**config.mk**
```make
export PLATFORM = sky130hd
export DESIGN_NAME = dual_encoder_hysteresis_period
export DESIGN_NICKNAME = d
export VERILOG_FILES = /design/src/design/dehp_pkg.sv /design/src/design/dehp_regs.sv /design/src/design/dehp_channel.sv /design/src/design/dual_encoder_hysteresis_period.sv
export SDC_FILE = /design/constraint.sdc
export NUM_CORES = 1
export LEC_CHECK = 0
export BUFFER_PORTS_ARGS = -buffer_cell sky130_fd_sc_hd__buf_2
export CORE_UTILIZATION = 55
export DETAILED_ROUTE_END_ITERATION = 6
export PLACE_DENSITY = 0.79
export SLEW_MARGIN = 20
export SYNTH_ARGS = -nofsm -noshare
export SYNTH_HDL_FRONTEND = slang
export SYNTH_SLANG_ARGS = --single-unit
export TNS_END_PERCENT = 20
```
**constraint.sdc**
```tcl
create_clock -name clk -period 2.9 [get_ports clk]
set_input_delay 0.145 -clock clk [delete_from_list [all_inputs] [get_ports clk]]
set_output_delay 0.145 -clock clk [all_outputs]
set_load 0.05 [all_outputs]
```
**src/design/dehp_pkg.sv**
```systemverilog
// Shared types and constants for the dual encoder hysteresis period meter.
`default_nettype none

package dehp_pkg;

  localparam int CHANNELS     = 2;
  localparam int SAMPLE_BITS  = 12;
  localparam int COUNTER_BITS = 32;
  localparam int PERIOD_BITS  = 16;
  localparam int APB_DATA_BITS = 32;

  // Two registers (upper, lower) per channel, one word apart.
  localparam int REG_COUNT = 2 * CHANNELS;
  localparam int REG_IDX_BITS = (REG_COUNT > 1) ? $clog2(REG_COUNT) : 1;
  localparam int ADDR_BITS = REG_IDX_BITS + 2;

  typedef logic [SAMPLE_BITS-1:0] sample_t;

  // Register map codes.
  typedef enum logic [REG_IDX_BITS-1:0] {
    REG_UPPER_A = 2'd0,
    REG_LOWER_A = 2'd1,
    REG_UPPER_B = 2'd2,
    REG_LOWER_B = 2'd3
  } reg_idx_t;

  localparam sample_t [CHANNELS-1:0] UPPER_RESET = {12'd1000, 12'd2500};
  localparam sample_t [CHANNELS-1:0] LOWER_RESET = {12'd750, 12'd1500};

  typedef struct packed {
    sample_t [CHANNELS-1:0] upper;
    sample_t [CHANNELS-1:0] lower;
  } thr_t;

  typedef struct packed {
    logic [PERIOD_BITS-1:0] period;
    logic                   rise;
    logic                   level;
  } ch_res_t;

endpackage

`default_nettype wire

```
**src/design/dehp_regs.sv**
```systemverilog
// APB threshold register file for the hysteresis period meter.
`default_nettype none

module dehp_regs (
  input  wire logic                                 clk,
  input  wire logic                                 rst_n,
  input  wire logic                                 psel,
  input  wire logic                                 penable,
  input  wire logic                                 pwrite,
  input  wire logic [dehp_pkg::ADDR_BITS-1:0]       paddr,
  input  wire logic [dehp_pkg::APB_DATA_BITS-1:0]   pwdata,
  output logic      [dehp_pkg::APB_DATA_BITS-1:0]   prdata,
  output logic                                      pready,
  output dehp_pkg::thr_t                            thr
);

  dehp_pkg::thr_t    thr_r, thr_nxt;
  dehp_pkg::reg_idx_t idx;
  dehp_pkg::sample_t rd_val;
  logic              wr_en;

  assign idx    = dehp_pkg::reg_idx_t'(paddr[dehp_pkg::ADDR_BITS-1:2]);
  assign wr_en  = psel && penable && pwrite;
  assign pready = 1'b1;
  assign thr    = thr_r;

  always_comb begin
    thr_nxt = thr_r;
    if (wr_en) begin
      case (idx)
        dehp_pkg::REG_UPPER_A: thr_nxt.upper[0] = pwdata[dehp_pkg::SAMPLE_BITS-1:0];
        dehp_pkg::REG_LOWER_A: thr_nxt.lower[0] = pwdata[dehp_pkg::SAMPLE_BITS-1:0];
        dehp_pkg::REG_UPPER_B: thr_nxt.upper[1] = pwdata[dehp_pkg::SAMPLE_BITS-1:0];
        dehp_pkg::REG_LOWER_B: thr_nxt.lower[1] = pwdata[dehp_pkg::SAMPLE_BITS-1:0];
        default: thr_nxt = thr_r;
      endcase
    end
  end

  always_comb begin
    case (idx)
      dehp_pkg::REG_UPPER_A: rd_val = thr_r.upper[0];
      dehp_pkg::REG_LOWER_A: rd_val = thr_r.lower[0];
      dehp_pkg::REG_UPPER_B: rd_val = thr_r.upper[1];
      dehp_pkg::REG_LOWER_B: rd_val = thr_r.lower[1];
      default:               rd_val = '0;
    endcase
  end

  assign prdata = {{(dehp_pkg::APB_DATA_BITS-dehp_pkg::SAMPLE_BITS){1'b0}}, rd_val};

  always_ff @(posedge clk) begin
    if (!rst_n) begin
      thr_r.upper <= dehp_pkg::UPPER_RESET;
      thr_r.lower <= dehp_pkg::LOWER_RESET;
    end else begin
      thr_r <= thr_nxt;
    end
  end

endmodule

`default_nettype wire

```
**src/design/dehp_channel.sv**
```systemverilog
// One channel: Schmitt trigger, rise timestamp and period capture.
`default_nettype none

module dehp_channel #(
  parameter int COUNTER_BITS = dehp_pkg::COUNTER_BITS
) (
  input  wire logic                    clk,
  input  wire logic                    rst_n,
  input  wire logic                    upd,
  input  wire dehp_pkg::sample_t       sample,
  input  wire dehp_pkg::sample_t       upper,
  input  wire dehp_pkg::sample_t       lower,
  input  wire logic [COUNTER_BITS-1:0] tick,
  output dehp_pkg::ch_res_t            res
);

  logic                            level_r, level_nxt;
  logic [COUNTER_BITS-1:0]         rise_time_r, rise_time_nxt;
  logic [dehp_pkg::PERIOD_BITS-1:0] period_r, period_nxt;
  logic [COUNTER_BITS-1:0]         elapsed;
  logic                            rise;

  // Modular difference wraps naturally at the counter width.
  assign elapsed = tick - rise_time_r;
  assign rise    = !level_r && (sample > upper);

  always_comb begin
    level_nxt     = level_r;
    rise_time_nxt = rise_time_r;
    period_nxt    = period_r;
    if (rise) begin
      level_nxt     = 1'b1;
      rise_time_nxt = tick;
      period_nxt    = elapsed[dehp_pkg::PERIOD_BITS-1:0];
    end else if (level_r && (sample < lower)) begin
      level_nxt = 1'b0;
    end
  end

  assign res.period = period_nxt;
  assign res.rise   = rise;
  assign res.level  = level_nxt;

  always_ff @(posedge clk) begin
    if (!rst_n) begin
      level_r     <= 1'b0;
      rise_time_r <= '0;
      period_r    <= '0;
    end else if (upd) begin
      level_r     <= level_nxt;
      rise_time_r <= rise_time_nxt;
      period_r    <= period_nxt;
    end
  end

endmodule

`default_nettype wire

```
**src/design/dual_encoder_hysteresis_period.sv**
```systemverilog
// Top level of the dual encoder hysteresis period meter.
//
//  channel  direction  handshake          payload
//  in_      input      in_valid/in_ready  in_sample_a, in_sample_b
//  out_     output     out_valid/out_ready out_period_a/b, out_rise_a/b, out_level_a/b
//  cfg      APB slave  psel/penable/pready paddr, pwdata, prdata (4 threshold regs)
//
// One transaction per cycle sustained while the output is not stalled; the result
// passes the input register, then the result register, before it is valid.
// The per-channel compare and the counter subtract sit between the two registers.
// rst_n is synchronous: it clears valids, channel state, tick counter, thresholds.
// A stalled output holds its result; the input register still takes one more
// transaction, and only then in_ready drops.
`default_nettype none

module dual_encoder_hysteresis_period #(
  parameter int COUNTER_BITS = dehp_pkg::COUNTER_BITS
) (
  input  wire logic                               clk,
  input  wire logic                               rst_n,
  // input channel
  input  wire logic                               in_valid,
  output logic                                    in_ready,
  input  wire logic [dehp_pkg::SAMPLE_BITS-1:0]   in_sample_a,
  input  wire logic [dehp_pkg::SAMPLE_BITS-1:0]   in_sample_b,
  // result channel
  output logic                                    out_valid,
  input  wire logic                               out_ready,
  output logic      [dehp_pkg::PERIOD_BITS-1:0]   out_period_a,
  output logic      [dehp_pkg::PERIOD_BITS-1:0]   out_period_b,
  output logic                                    out_rise_a,
  output logic                                    out_rise_b,
  output logic                                    out_level_a,
  output logic                                    out_level_b,
  // configuration port
  input  wire logic                               psel,
  input  wire logic                               penable,
  input  wire logic                               pwrite,
  input  wire logic [dehp_pkg::ADDR_BITS-1:0]     paddr,
  input  wire logic [dehp_pkg::APB_DATA_BITS-1:0] pwdata,
  output logic      [dehp_pkg::APB_DATA_BITS-1:0] prdata,
  output logic                                    pready
);

  dehp_pkg::thr_t thr;

  // Input stage.
  logic                                      s1_valid_r, s1_valid_nxt;
  dehp_pkg::sample_t [dehp_pkg::CHANNELS-1:0] smp_r;
  // Result stage.
  logic                                      out_valid_r, out_valid_nxt;
  dehp_pkg::ch_res_t [dehp_pkg::CHANNELS-1:0] res_r;
  dehp_pkg::ch_res_t [dehp_pkg::CHANNELS-1:0] res;
  // Tick counter, advanced once per processed transaction.
  logic [COUNTER_BITS-1:0]                   tick_r, tick_nxt;

  logic adv;
  logic in_fire;

  dehp_regs u_regs (
    .clk     (clk),
    .rst_n   (rst_n),
    .psel    (psel),
    .penable (penable),
    .pwrite  (pwrite),
    .paddr   (paddr),
    .pwdata  (pwdata),
    .prdata  (prdata),
    .pready  (pready),
    .thr     (thr)
  );

  // Advance the input stage into the result register when that slot frees up.
  assign adv      = s1_valid_r && (!out_valid_r || out_ready);
  assign in_ready = !s1_valid_r || adv;
  assign in_fire  = in_valid && in_ready;

  genvar ch;
  generate
    for (ch = 0; ch < dehp_pkg::CHANNELS; ch++) begin : g_ch
      dehp_channel #(
        .COUNTER_BITS (COUNTER_BITS)
      ) u_ch (
        .clk    (clk),
        .rst_n  (rst_n),
        .upd    (adv),
        .sample (smp_r[ch]),
        .upper  (thr.upper[ch]),
        .lower  (thr.lower[ch]),
        .tick   (tick_r),
        .res    (res[ch])
      );
    end
  endgenerate

  always_comb begin
    s1_valid_nxt = s1_valid_r;
    if (in_fire) begin
      s1_valid_nxt = 1'b1;
    end else if (adv) begin
      s1_valid_nxt = 1'b0;
    end
  end

  always_comb begin
    out_valid_nxt = out_valid_r;
    if (adv) begin
      out_valid_nxt = 1'b1;
    end else if (out_ready) begin
      out_valid_nxt = 1'b0;
    end
  end

  assign tick_nxt = adv ? (tick_r + 1'b1) : tick_r;

  always_ff @(posedge clk) begin
    if (!rst_n) begin
      s1_valid_r  <= 1'b0;
      out_valid_r <= 1'b0;
      tick_r      <= '0;
    end else begin
      s1_valid_r  <= s1_valid_nxt;
      out_valid_r <= out_valid_nxt;
      tick_r      <= tick_nxt;
    end
  end

  // Payload registers: load on transfer only, no reset.
  always_ff @(posedge clk) begin
    if (in_fire) begin
      smp_r[0] <= in_sample_a;
      smp_r[1] <= in_sample_b;
    end
    if (adv) begin
      res_r <= res;
    end
  end

  assign out_valid    = out_valid_r;
  assign out_period_a = res_r[0].period;
  assign out_period_b = res_r[1].period;
  assign out_rise_a   = res_r[0].rise;
  assign out_rise_b   = res_r[1].rise;
  assign out_level_a  = res_r[0].level;
  assign out_level_b  = res_r[1].level;

  // A rise always leaves the channel high.
  a_rise_level: assert property (@(posedge clk) disable iff (!rst_n)
    out_valid_r |-> ((!res_r[0].rise || res_r[0].level) && (!res_r[1].rise || res_r[1].level)))
    else $error("rise reported with channel low");

  // The tick counter moves by exactly one per processed transaction.
  a_tick_step: assert property (@(posedge clk) disable iff (!rst_n)
    adv |=> (tick_r == COUNTER_BITS'($past(tick_r) + 1'b1)))
    else $error("tick counter did not advance by one");

  // Back-pressure only when both stages are full and the output is stalled.
  a_ready_cause: assert property (@(posedge clk) disable iff (!rst_n)
    !in_ready |-> (s1_valid_r && out_valid_r && !out_ready))
    else $error("input stalled without a full pipeline");

endmodule

`default_nettype wire

```
# After elaboration in Yosys (flattened, before gate mapping)
# Cells that the tools add are included.
dict set report word_totals {
  regBits 208
  inputBits 67
}
dict set report classes {
  addsub 3
  order_cmp 4
  eq_ne 3
  mux 11
  n_reduce_logical 23
}
# cell n
set op_table {}
lappend op_table {{$pmux 12 s4} 1}
lappend op_table {{$add 32x1->32 const B} 1}
lappend op_table {{$mux 16} 2}
lappend op_table {{$sub 16x16->16} 2}
lappend op_table {{$gt 12x12->1} 2}
lappend op_table {{$lt 12x12->1} 2}
lappend op_table {{$reduce_and 2->1} 6}
lappend op_table {{$logic_and 1x1->1} 8}
lappend op_table {{$mux 1} 8}
lappend op_table {{$eq 2x2->1 const B} 2}
lappend op_table {{$logic_not 1->1} 4}
lappend op_table {{$reduce_bool 2->1} 2}
lappend op_table {{$eq 2x1->1 const B} 1}
lappend op_table {{$logic_not 2->1} 1}
lappend op_table {{$logic_or 1x1->1} 2}

# Depth between registers and ports, before layout
# Gate-level depths: netlist of run 1.
dict set report depth {
  word_depth 6
  depth_mapped 11
  depth_no_buf 10
}

# Modules after synthesis
# From an unflattened synthesis of run 1, not the netlist that was laid out.
dict set report hier_totals {
  cells_unflattened 1165
  area_unflattened_um2 11446.0
}
# mod instances cells_per_inst area_each_um2
set modules_own_cells {}
lappend modules_own_cells {dehp_channel 2 347 2822.7}
lappend modules_own_cells {dual_encoder_hysteresis_period 1 247 3422.0}
lappend modules_own_cells {dehp_regs 1 224 2378.5}

# Worst setup path after synthesis of run 1
# Ideal clock, no wire load.
dict set report synth_timing {
  path_kind {register to register}
  from {reg tick_r[0]}
  to {reg res_r, in the netlist out_period_a[14], data pin}
  setup_time_ps 260
  arrival_time_ps 2157
  setup_slack_ps 484
  stages_incl_launch_ff 10
  path_buffers 0
  period_less_slack_ps 2416
  path_cell_list {dfxtp_1 -> inv_1 -> ha_1 -> fa_1 -> nand2b_1 -> a211oi_1 -> nor2_1 -> a211oi_1 -> xor2_1 -> mux2_2}
}
dict set report synth_between {
  elab_chain_len 2
}
# item line_no
set synth_lines {}
lappend synth_lines {{start: declaration} dual_encoder_hysteresis_period.sv:55} ;# logic [COUNTER_BITS-1:0] tick_r, tick_nxt;
lappend synth_lines {{start signal: assignment} dual_encoder_hysteresis_period.sv:124} ;# tick_r <= tick_nxt;
lappend synth_lines {{$sub 16x16->16} dehp_channel.sv:24} ;# assign elapsed = tick - rise_time_r;
lappend synth_lines {{$mux 16} dehp_channel.sv:31} ;# if (rise) begin
lappend synth_lines {{named net g_ch[0].u_ch.period_nxt, one bit} dehp_channel.sv:19} ;# logic [dehp_pkg::PERIOD_BITS-1:0] period_r, period_nxt;
lappend synth_lines {{end signal: assignment} dual_encoder_hysteresis_period.sv:135} ;# res_r <= res;
lappend synth_lines {{end: declaration} dual_encoder_hysteresis_period.sv:52} ;# dehp_pkg::ch_res_t [dehp_pkg::CHANNELS-1:0] res_r;
# The timed path passes the listed nets, and every way through them passes these cells.
# A chain may end at the register's enable or synchronous reset.

# Final worst setup path of run 1
# Ends and elaborated chain as after synthesis.

==> results.cfg, run 1 <==
[pwr]
combPwrFrac_pct = 12.3
seq_power_share_pct = 49.3
power_density_nw_per_um2 = 495
vdd_drop_max_uv = 433
p_clk_share_pct = 38.5
net-switching-power_w = 0.00151
leakagePower_nw = 5.01
intPower_w = 0.00434
sw_frac_of_total_pct = 25.8

[yosys]
synth_cells = 1098
synth_seq_cells = 192
synthFlopType = dfxtp_1
synth_cell_types = 53
ys_seq_area_share_pct = 43.3
yosys_warnings = 0
synth_area_per_cell_sq_um = 9.35
syn_area_sq_um = 10300
async_flop_share_pct = 0
synth_edf_count = 60

[sta]
min_period_over_period_pct = 91.4
setup_violations = 0
period_minus_slack_ps = 2650
drv_slew = 0
max-slew-margin-rel_pct = 48.4
finClkSkew_ps = 8.00
hold_violations = 0
rsz0062_at_grt = no
tightestPinTransition_ps = 775
fmax_mhz = 377
tns_ps = 0

[critical_path]
cp_top_family = adder cells
path_buf_inv = 1
crit_fanout = 3
worst_setup_path_end_kind = register
crit_top_cell = a211oi_1
required_ps = 3090
worstSetupPathType = reg2reg
cp.arrival_ps = 2840
critical-path-slowest-cell = fa_1
worst_setup_path_start_kind = register
slowest_delay_ps = 410
worstPathCellList = inv_1 -> ha_1 -> fa_1 -> nand2b_1 -> a211oi_1 -> nor2_1 -> a211oi_1 -> xor2_1 -> mux2_2

[global_route]
use_met2_pct = 39.7
grt_max_degree = 47
grtUsageTotal_pct = 24.6
grt.met1_usage_pct = 33.5
grt_pass1_wl_mm = 37.8
grt_pass1_vias = 7777
grt-ovfl-total = 0
antenna_found_initial = 1
grt_use_met3_pct = 4.42
busiest_layer = met2

[clock_tree]
htree_levels = 4
clk_pin_slew_worst_paths_ps = 70
cts_buffers = 17
tritoncts = built
clkSinkCount = 192
insertion_delay_ps = 430
clk_path_buf_depth = 2
cts_root_buf = clkbuf_16
post_cts_buffers = 0

[detailed_routing]
dr.pass1.iters = 7
dr_total_vias = 8067
wl_per_cell_um = 15.6
first_iter_violations = 579
vias_per_cell = 5.51
drc_errors = 11
totalWireLength_mm = 22.8
postRouteAntennaNets = 0

[die]
die_width_um = 139
die_area_sq_um = 19200
core-area_sq_um = 18100
ios = 138
rows = 49
die_h_um = 139
initial_utilization_pct = 56.6

[final_layout]
final_nets = 1366
syn2layout_area_growth_pct = 15.1
finalNonFillerCells = 1463
fillers = 1437
drive_gt1_share_pct = 15.9

[worst_hold_path]
holdCritPathClass = in2reg

[place]
hpwl_mm = 16.3
io_buffers = 94
place.gp.congestion = 0.883
place_inst = 1398

[run_status]
outcome = finished with violations
violations = design-rule violations

[job]
maxCapViolCount = 0
==> registers in the layout, indices dropped and copies added (netlist names) <==
name	flops
out_rise_a	1
out_period_a	16
out_period_b	16
g_ch.u_ch.period_r	32
smp_r	24
out_valid	1
g_ch.u_ch.level_r	2
out_level_a	1
tick_r	16
g_ch.u_ch.rise_time_r	32
s1_valid_r	1
out_level_b	1
u_regs.thr	48
out_rise_b	1
==> power by group through the flow <==
| stage | Clock [W] | Combinational, W | Sequential (W) |
|---|---|---|---|
| 2_1_floorplan | 0 | 0.000435 | 0.00302 |
| 3_3_place_gp | 0 | 0.000662 | 0.00294 |
| 3_5_place_dp | 0 | 0.000675 | 0.00294 |
| 4_1_cts | 0.00229 | 0.000713 | 0.00288 |
| 5_1_grt | 0.00238 | 0.000771 | 0.00288 |
| 6_report | 0.00225 | 0.000717 | 0.00288 |
==> per-stage QoR <==
step           setup slack, ps  cell area, sq um  util (%)  total power [W]  hold WS (ps)
2_1_floorplan              484             10300         -          0.00345           244
3_3_place_gp               336             10900      60.2          0.00360           321
3_5_place_dp               229             10900      60.2          0.00361           324
4_1_cts                    211             11800      65.1          0.00588         0.518
5_1_grt                   45.5             11800      65.1          0.00604          7.18
6_report                   250             11800      65.1          0.00584          7.06
==> tightest hold or removal path, cell delays in order <==
cell and delay [ps]:
buf_2 120, nand2_1 50, o211ai_1 80
==> metal layers <==
layer | vias up | wire (um)
li1 | 4012 | -
met1 | 3791 | 10700
met2 | 238 | 10400
met3 | 26 | 1240
met4 | 0 | 392
met5 | - | 0
==> worst paths after layout <==
| kind | to | start | cells past startpoint | slack [ps] |
|---|---|---|---|---|
| hold / removal | u_regs.thr[15]$_SDFFE_PN1P_ | pwdata[3] | 3 | 7 |
| setup reg to reg | out_period_a[14]$_DFFE_PP_ | tick_r[0]$_SDFFE_PN0P_ | 9 | 250 |
| setup / recovery | out_period_a[14]$_DFFE_PP_ | tick_r[0]$_SDFFE_PN0P_ | 9 | 250 |
| hold reg to reg | g_ch[0].u_ch.period_r[14]$_SDFFE_PN0P_ | g_ch[0].u_ch.period_r[14]$_SDFFE_PN0P_ | 2 | 450 |
==> cell families after synthesis <==
kind of cell,count (synthesis),synth area share [%]
other cells,2,0.0732
xor+xnor,42,3.58
simple gates,358,15.4
compound gates,233,15.8
mux,37,5.34
buf+inv,155,6.77
fa+ha+maj,79,9.78
flops,192,43.3
==> final cells by class <==
| cell class | instances | area [sq um] | share of cell area, % |
|---|---|---|---|
| tap | 229 | 287 | 2.42 |
| inverter | 86 | 323 | 2.73 |
| clock buffer | 23 | 478 | 4.04 |
| antenna | 1 | 2.50 | 0.0212 |
| timing repair buffer | 153 | 996 | 8.43 |
| clock inverter | 9 | 85.1 | 0.720 |
| multi-input combinational | 770 | 5200 | 44.0 |
| sequential | 192 | 4440 | 37.6 |
==> Yosys cell counts, types with 9 or more instances <==
| cell type | instances | area [sq um] |
|---|---|---|
| inv_1 | 84 | 315 |
| nand4_1 | 11 | 68.8 |
| a21oi_1 | 42 | 210 |
| nand3_1 | 32 | 160 |
| dfxtp_1 | 132 | 2640 |
| a211oi_1 | 9 | 67.6 |
| nor2_1 | 22 | 82.6 |
| xnor2_1 | 28 | 245 |
| nand2_1 | 229 | 860 |
| o211ai_1 | 29 | 218 |
| buf_2 | 12 | 60.1 |
| mux4_2 | 12 | 270 |
| mux2_2 | 22 | 248 |
| a21boi_0 | 69 | 518 |
| ha_1 | 77 | 963 |
| a21o_1 | 19 | 143 |
| clkbuf_1 | 33 | 124 |
| xor2_1 | 14 | 123 |
| and3_1 | 13 | 81.3 |
| o21ai_0 | 21 | 105 |
| and2_1 | 21 | 131 |
| edfxtp_1 | 60 | 1800 |
| a21boi_1 | 10 | 75.1 |
| buf_4 | 22 | 165 |
==> cell usage in the layout (no fill, tap or decap), types with 5 or more instances in the layout <==
cell type / instances
a211oi_1: 9
a21boi_0: 69
a21boi_1: 10
a21o_1: 19
a21oi_1: 42
a31o_2: 5
and2_1: 21
and3_1: 13
buf_2: 93
buf_4: 28
clkbuf_16: 17
conb_1: 21
dfxtp_1: 132
dlygate4sd3_1: 32
edfxtp_1: 60
ha_1: 77
inv_1: 84
mux2_2: 22
mux4_2: 12
nand2_1: 229
nand2b_1: 8
nand3_1: 32
nand4_1: 11
nor2_1: 22
nor2b_1: 7
nor3_1: 7
o211ai_1: 29
o21ai_0: 21
xnor2_1: 28
xor2_1: 14
==> what timing repair did <==
action	CTS	global route
endpoints found under the hold margin	47	0
hold buffers	32	0
endpoints found under the setup margin	0	1
gates resized for setup	0	1
Note: power is estimated with default switching activity, not from simulation.
==> run 2, diff against run 1 <==
--- a/config.mk
+++ b/config.mk
@@ -7,6 +7,7 @@
 export LEC_CHECK = 0
 export BUFFER_PORTS_ARGS = -buffer_cell sky130_fd_sc_hd__buf_2
 export CORE_UTILIZATION = 55
+export CTS_CLUSTER_SIZE = 25
 export DETAILED_ROUTE_END_ITERATION = 6
 export PLACE_DENSITY = 0.79
 export SLEW_MARGIN = 20
==> constraint.sdc (replaced) <==
create_clock -name clk -period 3.2 [get_ports clk]
set_input_delay 0.48 -clock clk [delete_from_list [all_inputs] [get_ports clk]]
set_output_delay 0.48 -clock clk [all_outputs]
set_load 0.05 [all_outputs]
==> run 2 against run 1 <==
Against the previous run: the run still ends with design-rule violations left; combinational power shrank 15%; routed wire length shrank 2.7%; clock-buffer cell count shrank 2; utilization shrank 1.7 points; hold slack gained 210 ps; die area is the same.
==> results.cfg, run 2 (synthesis results as in run 1) <==
[detailed_routing]
vias_per_cell = 5.49
first_iter_violations = 521
dr_total_vias = 7812
wl_per_cell_um = 15.6
totalWireLength_mm = 22.2
dr.pass1.iters = 7
postRouteAntennaNets = 0
drc_errors = 11

[clock_tree]
htree_levels = 4
cts_buffers = 17
cts_root_buf = clkbuf_16
clk_pin_slew_worst_paths_ps = 60
clkSinkCount = 192
post_cts_buffers = 0
cts-resized-gates = 0
insertion_delay_ps = 440
cts_hold_buf = 0
clk_path_buf_depth = 2
tritoncts = built

[final_layout]
drive_gt1_share_pct = 15.6
finish.instance_area_sq_um = 11500
largest_reg_flops = 48
final_common_cell = nand2_1
final_cell_mix = 229 x nand2_1, 132 x dfxtp_1, 93 x buf_2, 84 x inv_1, 77 x ha_1
final_nets = 1326
syn2layout_area_growth_pct = 12.1

[sta]
max-slew-margin-rel_pct = 49.1
tns_ps = 0
tightestPinTransition_ps = 764
min_period_over_period_pct = 89.0
setup_violations = 0
finClkSkew_ps = 12.1
hold_violations = 0
fmax_mhz = 351
rsz0062_at_grt = no
period_minus_slack_ps = 2850
drv_slew = 0

[critical_path]
r2r_start = smp_r[23]$_DFFE_PP_
worst-path-stages = 8
required_ps = 3530
crit_fanout = 30
worstPathCellList = ha_1 -> nand4_1 -> nor3_1 -> o21ai_0 -> a31o_2 -> nand2b_4 -> and3_1 -> a31o_1
setup.worst_path.end = g_ch[1].u_ch.period_r[15]$_SDFFE_PN0P_
worst_setup_path_end_kind = register
r2r-end = g_ch[1].u_ch.period_r[15]$_SDFFE_PN0P_
worstSetupPathType = reg2reg
worstSetupStartpoint = smp_r[23]$_DFFE_PP_
worst_setup_path_start_kind = register
path_buf_inv = 0
cp_top_family = simple AND/OR/NAND/NOR gates
critical-path-slowest-cell = nor3_1
cp.arrival_ps = 3180
r2r_cells = 8
slowest_delay_ps = 420
rrSetupSlack_ps = 350

[die]
die_area_sq_um = 19200
die_width_um = 139
ios = 138
core-area_sq_um = 18100
rows = 49
die_h_um = 139
initial_utilization_pct = 56.6

[global_route]
grt_max_degree = 58
grt_pass1_wl_mm = 36.8
grtUsageTotal_pct = 24.0
grt_pass1_vias = 7534
antenna_found_initial = 1
grt-ovfl-total = 0

[place]
placed_area_sq_um = 10900
hpwl_mm = 15.7
place.gp.congestion = 0.842
io_buffers = 94

[run_status]
outcome = finished with violations
violations = design-rule violations

[job]
maxCapViolCount = 0

[pwr]
vdd_drop_max_uv = 401
power_density_nw_per_um2 = 478
leakagePower_nw = 4.88

[worst_hold_path]
holdCritPathClass = in2reg
[run 2: changes by cell type in the layout (fill, tap and decap cells not counted), moves of 2 or more]
cell           previous run  this run
clkbuf_8                  3         0
buf_4                    28        19
bufinv_16                 1         5
clkinvlp_4                3         1
dlygate4sd3_1            32         0
[run 2: cell type report]
class / instances / area (sq um)
clock buffer: 21 / 440
sequential: 192 / 4440
timing repair buffer: 113 / 628
clock inverter: 10 / 185
antenna: 1 / 2.50
multi-input combinational: 770 / 5200
fill: 1470 / 6640
inverter: 86 / 323
tap: 229 / 287
[run 2: report_power, final]
group	switching [W]	internal (W)	leakage, nW
registers	0.0000317	0.00258	1.65
logic	0.000423	0.000188	2.93
clock network	0.000892	0.00138	0.302
total	0.00135	0.00415	4.88
[run 2: how the worst min path moves through the flow]
stage / startpoint / to / slack [ps] / cells after the start
2_1_floorplan: g_ch[0].u_ch.period_r[15]$_SDFFE_PN0P_ / g_ch[0].u_ch.period_r[15]$_SDFFE_PN0P_ / 430 / 2
3_3_place_gp: g_ch[0].u_ch.period_r[11]$_SDFFE_PN0P_ / g_ch[0].u_ch.period_r[11]$_SDFFE_PN0P_ / 430 / 2
3_5_place_dp: g_ch[1].u_ch.period_r[14]$_SDFFE_PN0P_ / g_ch[1].u_ch.period_r[14]$_SDFFE_PN0P_ / 440 / 2
4_1_cts: in_sample_b[8] / smp_r[20]$_DFFE_PP_ / 210 / 1
5_1_grt: in_sample_b[8] / smp_r[20]$_DFFE_PP_ / 210 / 1
6_report: in_sample_a[3] / smp_r[3]$_DFFE_PP_ / 210 / 1
[run 2: metrics by stage]
| stage | std cells | hold WS [ps] | util, % | total power [W] | setup slack (ps) |
|---|---|---|---|---|---|
| floorplan | 1117 | 427 | - | 0.00313 | 784 |
| global placement | 1390 | 433 | 59.9 | 0.00325 | 434 |
| detailed placement | 1390 | 444 | 59.9 | 0.00326 | 456 |
| CTS | 1421 | 206 | 63.4 | 0.00553 | 380 |
| global route | 1422 | 207 | 63.4 | 0.00569 | 170 |
| finish | 1422 | 215 | 63.4 | 0.00550 | 351 |
[run 2: worst reg2reg max path, cell delays in order (launching register included)]
cell	delay, ps
edfxtp_1	410
ha_1	320
nand4_1	160
nor3_1	420
o21ai_0	200
a31o_2	400
nand2b_4	370
and3_1	290
a31o_1	170
[run 2: per-layer routing]
layer  vias to the layer above  GRT usage (%)  wire length [um]
met5                         -              0                 0
met4                         0           8.71               332
met3                        29           4.14              1060
met2                       184           38.8             10300
met1                      3690           32.5             10500
li1                       3909              -                 -
==> run 3, diff against run 2 <==
--- a/config.mk
+++ b/config.mk
@@ -5,11 +5,12 @@
 export SDC_FILE = /design/constraint.sdc
 export NUM_CORES = 1
 export LEC_CHECK = 0
+export ABC_AREA = 1
 export BUFFER_PORTS_ARGS = -buffer_cell sky130_fd_sc_hd__buf_2
-export CORE_UTILIZATION = 55
+export CORE_UTILIZATION = 35
 export CTS_CLUSTER_SIZE = 25
 export DETAILED_ROUTE_END_ITERATION = 6
-export PLACE_DENSITY = 0.79
+export PLACE_DENSITY = 0.55
 export SLEW_MARGIN = 20
 export SYNTH_ARGS = -nofsm -noshare
 export SYNTH_HDL_FRONTEND = slang
==> run 3 against run 2 <==
Against the previous run: the flow now finishes without violations; setup slack improved by 400 ps; fmax is 17% higher; critical path depth rose by 3; hold slack worse by 8.6 ps; sequential cell count unchanged; area after synthesis increased by 5.4%; global-route usage decreased by 7.5 points; sequential power increased by 4%; synthesized cell count grew 35%; die area is 64% higher.
==> results.cfg, run 3 <==
[run_status]
outcome = complete, no violations

[final_layout]
syn2layout_area_growth_pct = 11.8
final_nets = 1706
final_cell_mix = 423 x nand2_1, 234 x inv_1, 178 x nor2_1, 132 x dfxtp_1, 93 x buf_2
largest_reg_flops = 48
final_common_cell = nand2_1
drive_gt1_share_pct = 10.0
fillers = 3123

[detailed_routing]
first_iter_violations = 525
dr_total_vias = 8929
dr.pass1.iters = 4
postRouteAntennaNets = 0
wl_per_cell_um = 12.6
drc_errors = 0
vias_per_cell = 4.55
totalWireLength_mm = 24.7

[yosys]
synth_seq_cells = 192
syn_area_sq_um = 10800
synth.largest_area_cell = dfxtp_1
synth_edf_count = 60
yosys_warnings = 0
synth_most_common_cell = nand2_1
netlist_top_cells_area = dfxtp_1 24%, edfxtp_1 17%, nand2_1 15%
synth_cell_types = 39
synth_top_area_share_pct = 24.4
async_flop_share_pct = 0
synth_common_cells = 423 x nand2_1, 234 x inv_1, 178 x nor2_1
synth_cells = 1482
synth_area_per_cell_sq_um = 7.30
synthFlopType = dfxtp_1
ys_seq_area_share_pct = 41.1

[sta]
setup_violations = 0
period_minus_slack_ps = 2440
tns_ps = 0
hold_violations = 0
drv_slew = 0
tightestPinTransition_ps = 690
rsz0062_at_grt = no
max-slew-margin-rel_pct = 54.0
fmax_mhz = 409
min_period_over_period_pct = 76.4
finClkSkew_ps = 11.9

[critical_path]
cp.arrival_ps = 2780
required_ps = 3540
crit_top_cell = nand2_1
rrSetupSlack_ps = 760
r2r_cells = 11
worst_setup_path_end_kind = register
r2r_start = smp_r[11]$_DFFE_PP_
r2r-end = g_ch[0].u_ch.rise_time_r[0]$_SDFFE_PN0P_
slowest_delay_ps = 530
worst_setup_path_start_kind = register
worstPathCellList = ha_1 -> nand2_1 -> nor2_1 -> nand2_1 -> inv_1 -> nand2_1 -> nand3_2 -> nand3_2 -> buf_12 -> o21ai_1 -> nor2_1
worstSetupPathType = reg2reg
crit_fanout = 33
critical-path-slowest-cell = nand3_2

[global_route]
antenna_found_initial = 1
grt_use_met3_pct = 2.40
grt_max_degree = 63
grt.met1_usage_pct = 23.8
busiest_layer = met2
use_met2_pct = 25.2
grt-ovfl-total = 0
grt_pass1_vias = 8267
grtUsageTotal_pct = 16.5
grt_pass1_wl_mm = 41.2

[clock_tree]
insertion_delay_ps = 440
post_cts_buffers = 0
cts_root_buf = clkbuf_16
cts-resized-gates = 0
tritoncts = built
cts_hold_buf = 0
clk_path_buf_depth = 2
clkSinkCount = 192
cts_buffers = 17
clk_pin_slew_worst_paths_ps = 80
htree_levels = 4

[worst_hold_path]
hold_depth = 1
hold_end = smp_r[14]$_DFFE_PP_
holdCritPathClass = in2reg
min_from = in_sample_b[2]

[place]
io_buffers = 94
hpwl_mm = 18.0
place.gp.congestion = 0.849

[die]
die_area_sq_um = 31600
die_h_um = 178
rows = 63
initial_utilization_pct = 36.0
ios = 138
die_width_um = 178
core-area_sq_um = 30000

[job]
maxCapViolCount = 0

[pwr]
power_w = 0.00605
vdd_drop_max_uv = 318
power_density_nw_per_um2 = 501
leakagePower_nw = 6.09
## run 3: report_power, final
group | internal (W) | switching [W]
Clock | 0.00102 | 0.00103
Combinational | 0.000376 | 0.000905
Sequential | 0.00267 | 0.0000481
Total | 0.00407 | 0.00198
## run 3: worst max-delay path by stage
stage,startpoint,endpoint,slack [ps],depth (start not counted)
finish,smp_r[11]$_DFFE_PP_,g_ch[0].u_ch.rise_time_r[0]$_SDFFE_PN0P_,760,11
global route,smp_r[11]$_DFFE_PP_,g_ch[0].u_ch.rise_time_r[11]$_SDFFE_PN0P_,440,12
CTS,smp_r[8]$_DFFE_PP_,g_ch[0].u_ch.rise_time_r[0]$_SDFFE_PN0P_,720,11
detailed placement,out_ready,g_ch[1].u_ch.rise_time_r[0]$_SDFFE_PN0P_,640,7
global placement,out_ready,g_ch[1].u_ch.rise_time_r[0]$_SDFFE_PN0P_,700,7
floorplan,paddr[3],prdata[10],800,4
## run 3: layout make-up
cell class              instances  area, sq um  share of cell area (%)
diodes                          1         2.50                  0.0207
clock buffers                  17          425                    3.52
clock inverters                15          126                    1.05
inverters                     237          892                    7.38
multi-input cells            1007         5140                    42.5
flip-flops and latches        192         4440                    36.8
well taps                     390          488                    4.04
repair buffers                105          568                    4.70
## run 3: cell families after synthesis
group	Yosys count	synth area share, %
AOI/OAI and AO/OA	211	10.9
xor gates and xnor gates	18	1.46
adders and majority gates	79	9.28
buffers and inverters	302	12.1
DFF	192	41.1
other	2	0.0694
and+or+nand+nor	678	25.1
## run 3: metrics by stage
stage	cell area, sq um	hold slack [ps]	worst slack (ps)	util [%]	cells
after floorplan	10900	449	800	-	1501
after global placement	11500	470	703	38.4	1931
after detailed placement	11500	473	642	38.4	1931
after CTS	12100	192	720	40.2	1963
after global routing	12100	195	438	40.2	1964
final	12100	206	756	40.2	1964
## run 3: per-layer routing
layer  routed length [um]  share of wire, %
met5                    0                 0
met4                  334               1.4
met3                  769               3.1
met2                10700                43
met1                12900                52
## run 3: critical path, delay by kind of cell (launching register included)
family | cells | cell delay [ps]
AO/OA/AOI/OAI | 1 | 120
adder cells (fa/ha/maj) | 1 | 310
buffers and inverters | 2 | 470
flip-flops | 1 | 400
AND/OR/NAND/NOR | 7 | 1030
